[config.mk]
export PLATFORM = sky130hd
export DESIGN_NAME = text_header_deframer
export DESIGN_NICKNAME = d
export VERILOG_FILES = /design/src/sv/tdf_pkg.sv /design/src/sv/text_header_deframer.sv /design/src/sv/tdf_parser.sv
export SDC_FILE = /design/constraint.sdc
export NUM_CORES = 1
export LEC_CHECK = 0
export ABC_AREA = 1
export BUFFER_PORTS_ARGS = -buffer_cell sky130_fd_sc_hd__buf_2
export CAP_MARGIN = 20
export CORE_MARGIN = 3
export CORE_UTILIZATION = 35
export DETAILED_ROUTE_END_ITERATION = 8
export PLACE_DENSITY = 0.5
export RECOVER_POWER = 100
export SETUP_SLACK_MARGIN = 0.02
export SLEW_MARGIN = 20
export SYNTH_ARGS = -nofsm -noshare
export SYNTH_HDL_FRONTEND = slang
export SYNTH_SLANG_ARGS = --single-unit
[constraint.sdc]
create_clock -name clk -period 7.51 [get_ports clk]
set_clock_uncertainty 0.15 [all_clocks]
set_input_delay 1.502 -clock clk [delete_from_list [all_inputs] [get_ports clk]]
set_output_delay 1.502 -clock clk [all_outputs]
set_load 0.01 [all_outputs]
[src/sv/tdf_pkg.sv]
// ----------------------------------------------------------------------------
// tdf_pkg
// shared types and constants for the text header deframer
// ----------------------------------------------------------------------------
package tdf_pkg;

  // defaults for the top-level parameters
  localparam int MAX_KEYWORD_LEN_DEF = 32;
  localparam int LENGTH_BITS_DEF     = 32;

  // fixed field widths
  localparam int KW_CNT_W = 6;
  localparam int LEN_W    = 32;

  // character codes
  localparam logic [7:0] CH_SP  = 8'h20;
  localparam logic [7:0] CH_TAB = 8'h09;
  localparam logic [7:0] CH_CR  = 8'h0d;
  localparam logic [7:0] CH_LF  = 8'h0a;
  localparam logic [7:0] CH_0   = 8'h30;
  localparam logic [7:0] CH_9   = 8'h39;

  // result kinds
  typedef enum logic [1:0] {
    KIND_KEY = 2'd0,
    KIND_HDR = 2'd1,
    KIND_PAY = 2'd2,
    KIND_ERR = 2'd3
  } kind_t;

  // error codes
  typedef enum logic [1:0] {
    ERR_LEN   = 2'd0,
    ERR_TERM  = 2'd1,
    ERR_KWLEN = 2'd2
  } err_t;

  // header parse position, one-hot
  typedef enum logic [7:0] {
    PH_SKIP_VER = 8'b0000_0001,
    PH_VER      = 8'b0000_0010,
    PH_SKIP_KW  = 8'b0000_0100,
    PH_KW       = 8'b0000_1000,
    PH_SKIP_LEN = 8'b0001_0000,
    PH_LEN      = 8'b0010_0000,
    PH_TERM     = 8'b0100_0000,
    PH_LF       = 8'b1000_0000
  } phase_t;

  // one parsed result
  typedef struct packed {
    logic             valid;
    kind_t            kind;
    logic [7:0]       data;
    logic [LEN_W-1:0] length;
    logic             last;
    err_t             code;
  } res_t;

endpackage

[src/sv/text_header_deframer.sv]
// ----------------------------------------------------------------------------
// text_header_deframer
// splits a byte stream of text-framed messages into keyword, header, error and payload
// ----------------------------------------------------------------------------
// the result of an input transaction is registered and appears on the out_ side in the cycle after it
// throughput: one input byte per cycle, set by the combinational per-byte parser feeding
//   the output register; input stalls only while a held result is not taken
// reset (synchronous, rst_n low): parser returns to skipping before a version
//   word, counters cleared, output register emptied
module text_header_deframer #(
  parameter int MAX_KEYWORD_LEN = tdf_pkg::MAX_KEYWORD_LEN_DEF,
  parameter int LENGTH_BITS     = tdf_pkg::LENGTH_BITS_DEF
) (
  input  logic        clk,
  input  logic        rst_n,
  // input stream
  input  logic        in_tvalid,
  output logic        in_tready,
  input  logic [7:0]  in_tdata,   // [7:0] in_byte
  // result stream
  output logic        out_tvalid,
  input  logic        out_tready,
  output logic [47:0] out_tdata,  // [7:0] out_byte, [39:8] data_length,
                                  // [41:40] error_code, [47:42] zero
  output logic [1:0]  out_tuser,  // [1:0] kind
  output logic        out_tlast   // last payload byte or empty header
);
  import tdf_pkg::*;

  logic in_acc;
  res_t res;
  res_t res_r;
  logic out_valid_r, out_valid_nxt;

  // a new byte is taken whenever the output register is free or drains now
  assign in_tready = !out_valid_r || out_tready;
  assign in_acc    = in_tvalid && in_tready;

  // parse state and per-byte decision
  tdf_parser #(
    .MAX_KEYWORD_LEN(MAX_KEYWORD_LEN),
    .LENGTH_BITS    (LENGTH_BITS)
  ) u_parser (
    .clk  (clk),
    .rst_n(rst_n),
    .step (in_acc),
    .din  (in_tdata),
    .res  (res)
  );

  // output register: loads on every accepted byte, bytes with no result leave it empty
  always_comb begin
    out_valid_nxt = out_valid_r;
    if (in_acc) begin
      out_valid_nxt = res.valid;
    end else if (out_tready) begin
      out_valid_nxt = 1'b0;
    end
  end

  always_ff @(posedge clk) begin
    if (!rst_n) begin
      out_valid_r <= 1'b0;
    end else begin
      out_valid_r <= out_valid_nxt;
    end
  end

  // payload register, no reset needed
  always_ff @(posedge clk) begin
    if (in_acc) begin
      res_r <= res;
    end
  end

  assign out_tvalid = out_valid_r;
  assign out_tdata  = {6'b0, res_r.code, res_r.length, res_r.data};
  assign out_tuser  = res_r.kind;
  assign out_tlast  = res_r.last;

`ifndef SYNTHESIS
  // header complete marks last exactly when the declared length is zero
  a_hdr_last: assert property (@(posedge clk) disable iff (!rst_n)
    out_tvalid && out_tuser == KIND_HDR |-> out_tlast == (out_tdata[39:8] == '0))
    else $error("header last flag does not match zero length");

  // errors carry no byte, no length and a defined code
  a_err_clean: assert property (@(posedge clk) disable iff (!rst_n)
    out_tvalid && out_tuser == KIND_ERR |->
      out_tdata[39:0] == '0 && !out_tlast && out_tdata[41:40] != 2'd3)
    else $error("error result carries stray fields");

  // keyword bytes never carry last or a length
  a_key_clean: assert property (@(posedge clk) disable iff (!rst_n)
    out_tvalid && out_tuser == KIND_KEY |-> !out_tlast && out_tdata[41:8] == '0)
    else $error("keyword result carries stray fields");

  // a result not taken stays in place while new input is held off
  a_hold: assert property (@(posedge clk) disable iff (!rst_n)
    out_tvalid && !out_tready |=> out_tvalid && !$past(in_acc))
    else $error("output register overwritten while stalled");
`endif

endmodule

[src/sv/tdf_parser.sv]
// ----------------------------------------------------------------------------
// tdf_parser
// header parse state and combinational byte classification
// ----------------------------------------------------------------------------
module tdf_parser #(
  parameter int MAX_KEYWORD_LEN = tdf_pkg::MAX_KEYWORD_LEN_DEF,
  parameter int LENGTH_BITS     = tdf_pkg::LENGTH_BITS_DEF
) (
  input  logic          clk,
  input  logic          rst_n,
  input  logic          step,
  input  logic [7:0]    din,
  output tdf_pkg::res_t res
);
  import tdf_pkg::*;

  localparam int ACC_W = LENGTH_BITS + 4;
  localparam logic [KW_CNT_W-1:0] KW_MAX = KW_CNT_W'(MAX_KEYWORD_LEN);

  phase_t                  phase_r, phase_nxt;
  logic [LENGTH_BITS-1:0]  accum_r, accum_nxt;
  logic [LENGTH_BITS-1:0]  left_r, left_nxt;
  logic [KW_CNT_W-1:0]     kw_cnt_r, kw_cnt_nxt;

  logic                    is_sp;
  logic                    is_dig;
  logic [ACC_W-1:0]        acc_base;
  logic [ACC_W-1:0]        acc_sum;
  logic                    acc_ovf;
  logic                    fail;
  err_t                    fail_code;

  always_comb begin
    is_sp    = din inside {CH_SP, CH_TAB, CH_CR, CH_LF};
    is_dig   = din inside {[CH_0:CH_9]};
    // first digit starts from zero
    acc_base = (phase_r == PH_LEN) ? ACC_W'(accum_r) : '0;
    acc_sum  = (acc_base << 3) + (acc_base << 1) + ACC_W'(din - CH_0);
    acc_ovf  = |acc_sum[ACC_W-1:LENGTH_BITS];
  end

  always_comb begin
    phase_nxt  = phase_r;
    accum_nxt  = accum_r;
    left_nxt   = left_r;
    kw_cnt_nxt = kw_cnt_r;
    fail       = 1'b0;
    fail_code  = ERR_LEN;
    res        = '0;

    if (left_r != '0) begin
      // payload bytes pass through regardless of phase
      left_nxt   = left_r - 1'b1;
      res.valid  = 1'b1;
      res.kind   = KIND_PAY;
      res.data   = din;
      res.last   = (left_r == LENGTH_BITS'(1));
    end else begin
      case (phase_r)
        PH_SKIP_VER: begin
          if (!is_sp) phase_nxt = PH_VER;
        end
        PH_VER: begin
          if (is_sp) phase_nxt = PH_SKIP_KW;
        end
        PH_SKIP_KW, PH_KW: begin
          if (is_sp) begin
            if (phase_r == PH_KW) phase_nxt = PH_SKIP_LEN;
          end else if (kw_cnt_r >= KW_MAX) begin
            fail      = 1'b1;
            fail_code = ERR_KWLEN;
          end else begin
            kw_cnt_nxt = kw_cnt_r + 1'b1;
            phase_nxt  = PH_KW;
            res.valid  = 1'b1;
            res.kind   = KIND_KEY;
            res.data   = din;
          end
        end
        PH_SKIP_LEN, PH_LEN: begin
          if (is_sp) begin
            if (phase_r == PH_LEN) begin
              if (din == CH_CR) begin
                phase_nxt = PH_LF;
              end else if (din == CH_LF) begin
                fail      = 1'b1;
                fail_code = ERR_TERM;
              end else begin
                phase_nxt = PH_TERM;
              end
            end
          end else if (!is_dig || acc_ovf) begin
            fail      = 1'b1;
            fail_code = ERR_LEN;
          end else begin
            accum_nxt = acc_sum[LENGTH_BITS-1:0];
            phase_nxt = PH_LEN;
          end
        end
        PH_TERM: begin
          if (din == CH_CR) begin
            phase_nxt = PH_LF;
          end else if (din != CH_SP && din != CH_TAB) begin
            fail      = 1'b1;
            fail_code = ERR_TERM;
          end
        end
        PH_LF: begin
          if (din != CH_LF) begin
            fail      = 1'b1;
            fail_code = ERR_TERM;
          end else begin
            left_nxt   = accum_r;
            phase_nxt  = PH_SKIP_VER;
            accum_nxt  = '0;
            kw_cnt_nxt = '0;
            res.valid  = 1'b1;
            res.kind   = KIND_HDR;
            res.length = LEN_W'(accum_r);
            res.last   = (accum_r == '0);
          end
        end
        default: begin
          phase_nxt = PH_SKIP_VER;
        end
      endcase

      if (fail) begin
        phase_nxt  = PH_SKIP_VER;
        accum_nxt  = '0;
        kw_cnt_nxt = '0;
        res        = '0;
        res.valid  = 1'b1;
        res.kind   = KIND_ERR;
        res.code   = fail_code;
      end
    end
  end

  always_ff @(posedge clk) begin
    if (!rst_n) begin
      phase_r  <= PH_SKIP_VER;
      accum_r  <= '0;
      left_r   <= '0;
      kw_cnt_r <= '0;
    end else if (step) begin
      phase_r  <= phase_nxt;
      accum_r  <= accum_nxt;
      left_r   <= left_nxt;
      kw_cnt_r <= kw_cnt_nxt;
    end
  end

endmodule
==> metrics.md, run 1 <==
| Metric | Value |
|---|---|
| Status | finished with violations |
| Failing checks | capacitance limit, slew limit |
| Final Routed Wirelength | 27,900 µm |
| Bufs and invs on worst path | 7 |
| DR vias/cell | 4.84 |
| Combinational share of power | 20.0% |
| Hold crit path type | flip-flop to flip-flop |
| Detailed Routing Iterations Pass 1 | 5 |
| Via count | 8,482 |
| Critical Path Start | in_tdata[4] |
| Ys async rst share | 0% |
| Routability-driven placement congestion ratio | 0.870 |
| Master of the slowest instance on the critical path | fa_1 |
| IO Port Bufs | 58 |
| Die width | 170 µm |
| Vias in the first global route | 7,960 |
| Period utilization | 86.7% |
| DR DRC count | 0 |
| Reg2Reg Depth | 27 |
| GRT Total Usage | 19.4% |
| Max Clock Freq | 0.154 GHz |
| CTS max path bufs | 2 |
| Min Tclk post-route | 6.51 ns |
| Clk pin slew, worst setup/hold paths | 0.06 ns |
| Net Sw Frac | 32.8% |
| Post-synth EDFFs | 45 |
| Post-synthesis sequential area ratio | 31.0% |
| Area leader, netlist | dfxtp_1 |
| Clock Latency Late Sink | 0.42 ns |
| Critical R2R Capture | out_tdata[26] |
| Fin util | 39.8% |
| Sequential Power Share | 40.1% |
| Peak supply drop | 0.000148 V |
| Hold Path Stages | 2 |
| CP Data Arrival Time | 6.51 ns |
| Synthesis-to-layout area growth | 10.6% |
| Worst Tran Pin Value | 2.79 ns |
| Die height | 170 µm |
| H-tree levels | 4 |
| Hold slack | 0.339 ns |
| Netlist Area Pre-Place | 9450 µm² |
| Layout fillers | 2,878 |
| Crit. path cell count | 25 |
| Leak | 4.93 nW |
| Register Area | 2930 µm² |
| Crit-path max FO | 24 |
| Setup ws final | 0.999 ns |
| Root Driver | clkbuf_16 |
| Cell area power density | 184 nW/µm² |
| Finished Layout Cells | 1,752 |
| First-pass GRT wire length | 44,300 µm |
| Placed cells | 1,720 |
| Crit path largest cell delay | 0.60 ns |
| Post-CTS resize count | 0 |
| Cts bufs inserted | 17 |
| Antenna violations before repair | 0 |
| Critical path's most frequent cell | nand2_1 |
| Reg2reg start | u_parser.phase_r[2] |
| R2R setup slack | 1.36 ns |
| CTS tree | built |
| RSZ-0062 raised after global routing | false |
| Mapped Cells | 1,353 |
| Sw Pwr | 0.000633 W |
| Most common cell in the netlist | nand2_1 |
| Synthesized area per cell | 6.99 µm² |
| Required time of the critical path | 7.51 ns |
| Final-report max-slew violation count | 48 |
| Area of the multi-input gates | 5450 µm² |
| Yosys cell types | 51 |
| Rel. slew slack | -86.3% |
| Starting density of the core | 36.0% |
| Post-route ant nets | 0 |
| Worst Setup EP | out_tdata[26] |
| # hold bufs at CTS | 0 |
| Final Hold Vio Count | 0 |
| Primary FF master, synth | dfxtp_1 |
| Yosys warns | 0 |
| Core area | 26,300 µm² |
| Post-synthesis register bit count | 124 |
| MaxCap Viol Count | 1 |
| Post-CTS setup buffer count | 0 |
| Die footprint | 29,000 µm² |
| Area contributors post-synth | dfxtp_1 17%, edfxtp_1 14%, nand2_1 12% |
| # diodes | 0 |
| Setup TNS | 0 ns |
| Ports | 65 |
| Largest net degree at the start of global routing | 48 |
| Synth top area share | 16.7% |
| CP Capture Type | flip-flop |
| CP delay by family, top | simple AND/OR/NAND/NOR gates |
| CP Launch Type | input port |
| Site Rows | 59 |
| Clock Power Share | 39.9% |
| Dpl hpwl | 21,700 µm |
| Worst Setup Slack post-DPL | 0.849 ns |
| Setup CP Type | input port to flip-flop |
| Grt ovf | 0 |
| Layout Nets | 1,490 |
| Detailed Route Iter0 Violations | 699 |
| Hold Path Origin | u_parser.accum_r[31] |
| Top post-synthesis cells by count | 292 x nand2_1, 223 x nor2_1, 211 x inv_1 |
| Clock Sinks | 124 |
| Number of setup violations in the final report | 0 |
| Average wire per standard cell | 15.9 µm |
| Cell Int Power | 0.00129 W |
| Layout cell share with drive strength beyond 1 | 6.56% |
==> power by group through the flow <==
stage | Sequential, W | Combinational (W) | Clock [W]
floorplan | 0.000786 | 0.000292 | 0
detailed placement | 0.000785 | 0.000389 | 0
CTS | 0.000771 | 0.000392 | 0.000777
global placement | 0.000785 | 0.000389 | 0
finish | 0.000773 | 0.000385 | 0.000768
global route | 0.000779 | 0.000435 | 0.000803
==> logic make-up (layout without fill, tap and decap cells) <==
family                   Yosys count  count (layout)  synth area share [%]
AO/OA/AOI/OAI                    187             187                  10.7
XOR/XNOR                          52              52                  4.82
adder cells (fa/ha/maj)           74              74                  12.2
buffers and inverters            262             321                  11.1
flip-flops                       124             124                  31.0
other                              1               6                0.0397
AND/OR/NAND/NOR                  653             653                  30.1
==> cell type report <==
type / count / share of cell area, %
clock buffers: 17 / 4.07
clock inverters: 15 / 1.10
inverters: 225 / 8.10
multi-input cells: 972 / 52.1
flip-flops and latches: 124 / 28.0
well taps: 335 / 4.01
repair buffers: 64 / 2.56
==> layout by cell type, fill, tap and decap left out, types with 8 or more instances in the layout <==
cell type / count
nand2_1: 295
nor2_1: 225
inv_1: 212
a21oi_1: 88
dfxtp_1: 79
o21ai_0: 69
clkbuf_1: 50
nand3_1: 48
edfxtp_1: 45
ha_1: 44
xor2_1: 34
fa_1: 30
nand4_1: 24
xnor2_1: 18
clkbuf_16: 17
nor3_1: 14
buf_2: 10
inv_2: 9
a31oi_1: 9
or2_2: 8
==> per-layer routing <==
metal / global-route usage (%) / wire (µm) / vias to the layer above
li1: - / - / 4378
met1: 29.2 / 14300 / 3860
met2: 29.3 / 11800 / 219
met3: 2.69 / 1320 / 25
met4: 5.15 / 512 / 0
met5: 0 / 0 / -
==> worst min path at each step <==
stage,endpoint,slack (ns)
after floorplan,u_parser.accum_r[31],0.30
after global placement,u_parser.accum_r[31],0.31
after detailed placement,u_parser.accum_r[31],0.32
after CTS,u_parser.accum_r[31],0.34
after global routing,u_parser.kw_cnt_r[4],0.37
final,u_parser.accum_r[31],0.34
==> state kept, by name (all words and copies together), names as in the netlist <==
signal / cells
out_tuser: 2
u_parser.left_r: 32
u_parser.kw_cnt_r: 6
out_tdata: 42
u_parser.phase_r: 8
out_tvalid: 1
u_parser.accum_r: 32
out_tlast: 1
==> metrics by stage <==
stage | total power (W) | cell area [µm²]
2_1_floorplan | 0.00108 | 9470
3_3_place_gp | 0.00117 | 10000
3_5_place_dp | 0.00117 | 10000
4_1_cts | 0.00194 | 10600
5_1_grt | 0.00202 | 10500
6_report | 0.00193 | 10500
==> tightest hold or removal path: stages (launching register included) <==
cell     delay, ns
dfxtp_1       0.33
nor2_1        0.05
nor2_1        0.08
Note: power is estimated with default switching activity, not from simulation.
==> inputs of run 2 (changes only) <==
--- a/config.mk
+++ b/config.mk
@@ -8,7 +8,6 @@
 export ABC_AREA = 1
 export BUFFER_PORTS_ARGS = -buffer_cell sky130_fd_sc_hd__buf_2
 export CAP_MARGIN = 20
-export CORE_MARGIN = 3
 export CORE_UTILIZATION = 35
 export DETAILED_ROUTE_END_ITERATION = 8
 export PLACE_DENSITY = 0.5
==> run 2 against run 1 <==
  * The run ends with DRC, capacitance limit, slew limit left
  * Clock-buffer cell count is the same
  * Global-route usage is 0.87 points higher
  * Flip-flop and latch count did not move
  * Power rose by 1.5%
  * Maximum frequency down 0.17%
  * Worst hold slack improved by 0.0072 ns
  * Critical path depth unchanged
  * Clock power grew 3.9%
  * Sequential share of layout area decreased by 0.050 points
  * Critical path type unchanged
  * Largest cell class unchanged
==> metrics.md, run 2 (synthesis gave the netlist of run 1 again) <==
| Metric | Value |
|---|---|
| Status | finished with violations (unchanged) |
| Failing checks | DRC, capacitance limit, slew limit (was capacitance limit, slew limit) |
| Post-CTS resize count | 0 (unchanged) |
| # hold bufs at CTS | 0 (unchanged) |
| Finished Layout Cells | 1,751 (was 1,752) |
| Die footprint | 27,700 µm² (was 29,000 µm²) |
| Leak | 4.95 nW (was 4.93 nW) |
| Die height | 166 µm (was 170 µm) |
| Antenna violations before repair | 0 (unchanged) |
| Clock Latency Late Sink | 0.42 ns (about the same) |
| Placed cells | 1,719 (was 1,720) |
| CP Launch Type | input port (unchanged) |
| Die width | 166 µm (was 170 µm) |
| Root Driver | clkbuf_16 (unchanged) |
| Critical path's most frequent cell | nand2_1 (unchanged) |
| Layout Nets | 1,489 (was 1,490) |
| Max reg flops | 42 (unchanged) |
| Peak supply drop | 0.000128 V (was 0.000148 V) |
| Max Clock Freq | 0.153 GHz (was 0.154 GHz) |
| CP delay by family, top | simple AND/OR/NAND/NOR gates (unchanged) |
| Commonest cells after routing, fill and taps aside | 295 x nand2_1, 225 x nor2_1, 214 x inv_1, 88 x a21oi_1, 79 x dfxtp_1 (was 295 x nand2_1, 225 x nor2_1, 212 x inv_1, 88 x a21oi_1, 79 x dfxtp_1) |
| Clock Sinks | 124 (unchanged) |
| Fin util | 39.9% (was 39.8%) |
| Dpl hpwl | 21,400 µm (was 21,700 µm) |
| Reg2reg start | u_parser.phase_r[2] (unchanged) |
| Post-route ant nets | 0 (unchanged) |
| Hold Path Origin | u_parser.accum_r[31] (unchanged) |
| Cts bufs inserted | 17 (unchanged) |
| CTS tree | built (unchanged) |
| Synthesis-to-layout area growth | 10.8% (was 10.6%) |
| IO Port Bufs | 58 (unchanged) |
| DR DRC count | 5 (was 0) |
| CTS max path bufs | 2 (unchanged) |
| H-tree levels | 4 (unchanged) |
| Crit-path max FO | 24 (unchanged) |
| MaxCap Viol Count | 1 (unchanged) |
| Critical Path Start | in_tdata[4] (unchanged) |
| Core area | 26,300 µm² (unchanged) |
| RSZ-0062 raised after global routing | false (unchanged) |
| Vias in the first global route | 7,896 (was 7,960) |
| Layout fillers | 2,835 (was 2,878) |
| Bufs and invs on worst path | 7 (unchanged) |
| Average wire per standard cell | 15.7 µm (was 15.9 µm) |
| Clock Power Share | 40.8% (was 39.9%) |
| Post-CTS setup buffer count | 0 (unchanged) |
| First-pass GRT wire length | 44,000 µm (was 44,300 µm) |
| Clk pin slew, worst setup/hold paths | 0.06 ns (about the same) |
| Design area | 10,500 µm² (about the same) |
| Starting density of the core | 36.0% (unchanged) |
| CP Data Arrival Time | 6.54 ns (was 6.51 ns) |
| Net Sw Frac | 32.2% (was 32.8%) |
| Ports | 65 (unchanged) |
| Routability-driven placement congestion ratio | 0.877 (was 0.870) |
| Detailed Route Iter0 Violations | 739 (was 699) |
| Grt ovf | 0 (unchanged) |
| Worst Tran Pin Value | 1.89 ns (was 2.79 ns) |
| CP Capture Type | flip-flop (unchanged) |
| Crit path largest cell delay | 0.60 ns (about the same) |
| Hold crit path type | flip-flop to flip-flop (unchanged) |
| Via count | 8,374 (was 8,482) |
| Period utilization | 86.8% (was 86.7%) |
| Final Routed Wirelength | 27,600 µm (was 27,900 µm) |
| Sw Pwr | 0.000629 W (was 0.000633 W) |
| Rel. slew slack | -25.7% (was -86.3%) |
| Placement Cell Area | 10,000 µm² (about the same) |
| # diodes | 0 (unchanged) |
| Number of setup violations in the final report | 0 (unchanged) |
| Commonest non-fill, non-tap cell in the layout | nand2_1 (unchanged) |
| Final-report max-slew violation count | 48 (unchanged) |
| Cell Int Power | 0.00133 W (was 0.00129 W) |
| Min Tclk post-route | 6.52 ns (was 6.51 ns) |
| Required time of the critical path | 7.52 ns (was 7.51 ns) |
| Largest net degree at the start of global routing | 48 (unchanged) |
| Combinational share of power | 19.7% (was 20.0%) |
| DR vias/cell | 4.78 (was 4.84) |
| Setup TNS | 0 ns (unchanged) |
| Sequential Power Share | 39.5% (was 40.1%) |
| GRT Total Usage | 20.3% (was 19.4%) |
| Setup CP Type | input port to flip-flop (unchanged) |
| Detailed Routing Iterations Pass 1 | 9 (was 5) |
| Site Rows | 59 (unchanged) |
| Cell area power density | 187 nW/µm² (was 184 nW/µm²) |
| Final Hold Vio Count | 0 (unchanged) |
| Master of the slowest instance on the critical path | fa_1 (unchanged) |
| Layout cell share with drive strength beyond 1 | 6.50% (was 6.56%) |
## run 2: cell count changes in the layout (fill, tap and decap cells not counted)
| cell | before | now |
|---|---|---|
| clkinvlp_4 | 4 | 3 |
| inv_2 | 9 | 8 |
| clkinv_1 | 3 | 2 |
| inv_1 | 212 | 214 |
| bufinv_16 | 0 | 1 |
| clkbuf_1 | 50 | 49 |
## run 2: area by class of cell
cell class / instances / area [µm²] / area share (%)
Multi-Input combinational cell: 972 / 5450 / 52.0
Clock buffer: 17 / 425 / 4.06
Inverter: 225 / 847 / 8.09
Sequential cell: 124 / 2930 / 28.0
Clock inverter: 15 / 138 / 1.31
Tap cell: 335 / 419 / 4.00
Timing Repair Buffer: 63 / 264 / 2.52
## run 2: worst min-delay path: cells and delay by family (launching register included)
family,cells,cell delay [ns]
flops,1,0.33
simple gates,2,0.13
## run 2: final timing paths
path | endpoint | slack, ns | cells after the start
setup reg to reg | out_tdata[34] | 1.42 | 27
hold reg to reg | u_parser.accum_r[31] | 0.35 | 2
setup / recovery | out_tdata[34] | 0.99 | 25
hold / removal | u_parser.accum_r[31] | 0.35 | 2
## run 2: routing by layer
metal	vias up	track usage (%)	wire, µm
li1	4371	-	-
met1	3731	30.6	14100
met2	250	30.2	11600
met3	22	2.22	1430
met4	0	6.20	446
met5	-	0	0
## run 2: power by group through the flow
stage          Sequential (W)  Combinational, W  Clock (W)
2_1_floorplan        0.000786          0.000292          0
3_3_place_gp         0.000785          0.000389          0
3_5_place_dp         0.000785          0.000388          0
4_1_cts              0.000771          0.000391   0.000812
5_1_grt              0.000778          0.000434   0.000841
6_report             0.000772          0.000385   0.000798
## run 2: through the flow
step	setup slack [ns]	hold slack, ns	total power, W
4_1_cts	1.31	0.345	0.00197
2_1_floorplan	1.78	0.304	0.00108
6_report	0.988	0.346	0.00196
5_1_grt	0.541	0.370	0.00205
3_3_place_gp	0.960	0.317	0.00117
3_5_place_dp	0.887	0.330	0.00117
==> inputs of run 3 (changes only) <==
--- a/config.mk
+++ b/config.mk
@@ -16,4 +16,5 @@
 export SLEW_MARGIN = 20
 export SYNTH_ARGS = -nofsm -noshare
 export SYNTH_HDL_FRONTEND = slang
+export SYNTH_HIERARCHICAL = 1
 export SYNTH_SLANG_ARGS = --single-unit
==> run 3 against run 2 <==
  * Global-route usage rose by 0.36 points
  * Maximum frequency rose by 2.2%
  * The flow finishes with violations (capacitance limit, slew limit)
  * Highest routed layer unchanged
  * Clock-buffer cell count rose by 1
  * Worst setup slack improved by 0.14 ns
  * Design area fell by 1.7%
  * Worst hold slack got worse by 0.010 ns
==> metrics.md, run 3 <==
| Metric | Value |
|---|---|
| Number of setup violations in the final report | 0 (unchanged) |
| DR DRC count | 0 (was 5) |
| Synthesis-to-layout area growth | 11.7% (was 10.8%) |
| Most common cell in the netlist | nand2_1 (unchanged) |
| Root Driver | clkbuf_16 (unchanged) |
| Die footprint | 27,000 µm² (was 27,700 µm²) |
| Hold Path Stages | 2 (unchanged) |
| Max reg flops | 42 (unchanged) |
| Status | finished with violations (unchanged) |
| Via count | 8,265 (was 8,374) |
| Reg2reg start | u_parser/phase_r[3] (was u_parser.phase_r[2]) |
| Dpl hpwl | 19,900 µm (was 21,400 µm) |
| Site Rows | 59 (unchanged) |
| Clock Sinks | 124 (unchanged) |
| GRT Total Usage | 20.7% (was 20.3%) |
| Hold Path Origin | u_parser/kw_cnt_r[0] (was u_parser.accum_r[31]) |
| Die height | 164 µm (was 166 µm) |
| MaxCap Viol Count | 2 (was 1) |
| Post-CTS setup buffer count | 0 (unchanged) |
| Placement Cell Area | 9850 µm² (was 10,000 µm²) |
| CTS max path bufs | 2 (unchanged) |
| Average wire per standard cell | 15.9 µm (was 15.7 µm) |
| Area leader, netlist | dfxtp_1 (unchanged) |
| Setup TNS | 0 ns (unchanged) |
| Vias in the first global route | 8,239 (was 7,896) |
| Commonest cells after routing, fill and taps aside | 223 x nand2_1, 215 x nor2_1, 142 x inv_1, 100 x a21oi_1, 79 x dfxtp_1 (was 295 x nand2_1, 225 x nor2_1, 214 x inv_1, 88 x a21oi_1, 79 x dfxtp_1) |
| Reg2Reg Depth | 32 (was 27) |
| Layout Nets | 1,394 (was 1,489) |
| Core area | 25,900 µm² (was 26,300 µm²) |
| Final-report max-slew violation count | 81 (was 48) |
| Crit-path max FO | 19 (was 24) |
| Primary FF master, synth | dfxtp_1 (unchanged) |
| # diodes | 0 (unchanged) |
| Synthesized area per cell | 7.33 µm² (was 6.99 µm²) |
| Die width | 164 µm (was 166 µm) |
| Ys async rst share | 0% (unchanged) |
| Hold crit path type | flip-flop to flip-flop (unchanged) |
| Top post-synthesis cells by count | 217 x nand2_1, 214 x nor2_1, 140 x inv_1 (was 292 x nand2_1, 223 x nor2_1, 211 x inv_1) |
| Commonest non-fill, non-tap cell in the layout | nand2_1 (unchanged) |
| Hold slack | 0.336 ns (was 0.346 ns) |
| Cts bufs inserted | 17 (unchanged) |
| H-tree levels | 4 (unchanged) |
| Design area | 10,300 µm² (was 10,500 µm²) |
| Post-route ant nets | 0 (unchanged) |
| Area of the multi-input gates | 5490 µm² (was 5450 µm²) |
| Largest net degree at the start of global routing | 54 (was 48) |
| Yosys warns | 6 (was 0) |
| Worst Tran Pin Value | 2.74 ns (was 1.89 ns) |
| Failing checks | capacitance limit, slew limit (was DRC, capacitance limit, slew limit) |
| Antenna violations before repair | 0 (unchanged) |
| Register Area | 2930 µm² (unchanged) |
| Post-CTS resize count | 0 (unchanged) |
| Yosys cell types | 60 (was 51) |
| DR vias/cell | 4.99 (was 4.78) |
| WHS Endpoint | u_parser/kw_cnt_r[0] (was u_parser.accum_r[31]) |
| Required time of the critical path | 7.66 ns (was 7.52 ns) |
| Leak | 4.30 nW (was 4.95 nW) |
| Routability-driven placement congestion ratio | 0.864 (was 0.877) |
| Detailed Routing Iterations Pass 1 | 4 (was 9) |
| Area contributors post-synth | dfxtp_1 17%, edfxtp_1 15%, nand2_1 8.8% (was dfxtp_1 17%, edfxtp_1 14%, nand2_1 12%) |
| Final Hold Vio Count | 0 (unchanged) |
| Layout fillers | 2,738 (was 2,835) |
| Synth top area share | 17.2% (was 16.7%) |
| Setup CP Type | input port to flip-flop (unchanged) |
| Period utilization | 85.0% (was 86.8%) |
| CP Data Arrival Time | 6.53 ns (was 6.54 ns) |
| Cell area power density | 175 nW/µm² (was 187 nW/µm²) |
| Min Tclk post-route | 6.38 ns (was 6.52 ns) |
| Rel. slew slack | -82.9% (was -25.7%) |
| IO Port Bufs | 58 (unchanged) |
| First-pass GRT wire length | 43,300 µm (was 44,000 µm) |
| Grt ovf | 0 (unchanged) |
| Post-synth EDFFs | 45 (unchanged) |
| Layout cell share with drive strength beyond 1 | 7.42% (was 6.50%) |
| Critical Path Start | in_tdata[4] (unchanged) |
| Clock Latency Late Sink | 0.43 ns (was 0.42 ns) |
| CTS tree | built (unchanged) |
| Ports | 65 (unchanged) |
| Starting density of the core | 35.6% (was 36.0%) |
| Final Routed Wirelength | 26,400 µm (was 27,600 µm) |
| # hold bufs at CTS | 0 (unchanged) |
| Peak supply drop | 0.000139 V (was 0.000128 V) |
| CP Launch Type | input port (unchanged) |
| Mapped Cells | 1,257 (was 1,353) |
| Detailed Route Iter0 Violations | 538 (was 739) |
| R2R setup slack | 1.51 ns (was 1.42 ns) |
| Post-synthesis sequential area ratio | 31.8% (was 31.0%) |
| RSZ-0062 raised after global routing | false (unchanged) |
| Clk pin slew, worst setup/hold paths | 0.06 ns (about the same) |
| CP Capture Type | flip-flop (unchanged) |
| Max Clock Freq | 0.157 GHz (was 0.153 GHz) |
| Netlist Area Pre-Place | 9220 µm² (was 9450 µm²) |
| Critical R2R Capture | u_parser/accum_r[5] (was out_tdata[34]) |
| Post-synthesis register bit count | 124 (unchanged) |
## run 3: changes by cell type after synthesis, moves of 8 or more
cell | before | now
nand2_1 | 292 | 217
inv_1 | 211 | 140
nor3_1 | 14 | 35
clkbuf_1 | 8 | 23
o21a_1 | 0 | 14
a21oi_1 | 88 | 101
nor2_1 | 223 | 214
nor4_1 | 6 | 15
o21ai_0 | 58 | 50
o21ai_1 | 11 | 19
## run 3: kinds of logic after synthesis
family	count (synthesis)	share of synthesized area [%]
other	1	0.0407
adder cells (fa/ha/maj)	74	12.5
AND/OR/NAND/NOR	589	28.8
buffers and inverters	195	8.50
AO/OA/AOI/OAI	226	13.8
XOR/XNOR	48	4.56
flip-flops	124	31.8
## run 3: final cells by class
class                   instances  area share [%]
clock inverters                13            1.36
flip-flops and latches        124            28.5
inverters                     155            5.70
repair buffers                 67            2.78
clock buffers                  18            4.27
multi-input cells             943            53.3
well taps                     335            4.07
## run 3: worst max path at each step
stage	end	slack [ns]	depth (start not counted)
detailed placement	out_tlast	1.25	23
global placement	u_parser/phase_r[0]	1.29	26
finish	u_parser/accum_r[5]	1.13	26
floorplan	out_tuser[0]	0.48	22
CTS	u_parser/phase_r[0]	1.70	26
global route	u_parser/accum_r[17]	0.70	26
## run 3: per-layer routing
metal / vias to the layer above / global-route usage, % / share of wire (%)
li1: 4224 / - / -
met1: 3869 / 28.9 / 51
met2: 143 / 33.0 / 45
met3: 29 / 2.53 / 2.8
met4: 0 / 6.31 / 1.6
met5: - / 0 / 0
## run 3: worst max-delay path, stage by stage
cell and delay (ns):
clkbuf_1 0.12, ha_1 0.28, nor2_4 0.58, buf_4 0.41, fa_1 0.45, ha_1 0.36, nand2_1 0.18, clkinv_1 0.08
nand2_1 0.08, nand2_1 0.07, nand2_1 0.06, nand2_1 0.05, inv_1 0.08, nor2_1 0.05, nor2_1 0.14, nand3_1 0.09
nand3_1 0.10, nor2_2 0.03, nand2_1 0.09, nand2_1 0.27, nand4_1 0.20, nand2_1 0.06, inv_1 0.15, nand2_1 0.51
a21oi_1 0.45, nor2_1 0.07
## run 3: power breakdown
part / total, W / switching [W] / internal, W
logic: 0.000227 / 0.000149 / 0.0000771
clock network: 0.000832 / 0.000334 / 0.000498
registers: 0.000743 / 0.0000197 / 0.000724
total: 0.00180 / 0.000504 / 0.00130
## run 3: metrics by stage
| step | std cells | utilization, % | total power [W] | worst slack [ns] |
|---|---|---|---|---|
| 4_1_cts | 1655 | 40.2 | 0.00183 | 1.70 |
| 3_3_place_gp | 1624 | 38.0 | 0.000988 | 1.29 |
| 5_1_grt | 1655 | 39.7 | 0.00188 | 0.703 |
| 2_1_floorplan | 1262 | - | 0.000927 | 0.481 |
| 6_report | 1655 | 39.7 | 0.00180 | 1.13 |
| 3_5_place_dp | 1624 | 38.0 | 0.000988 | 1.25 |
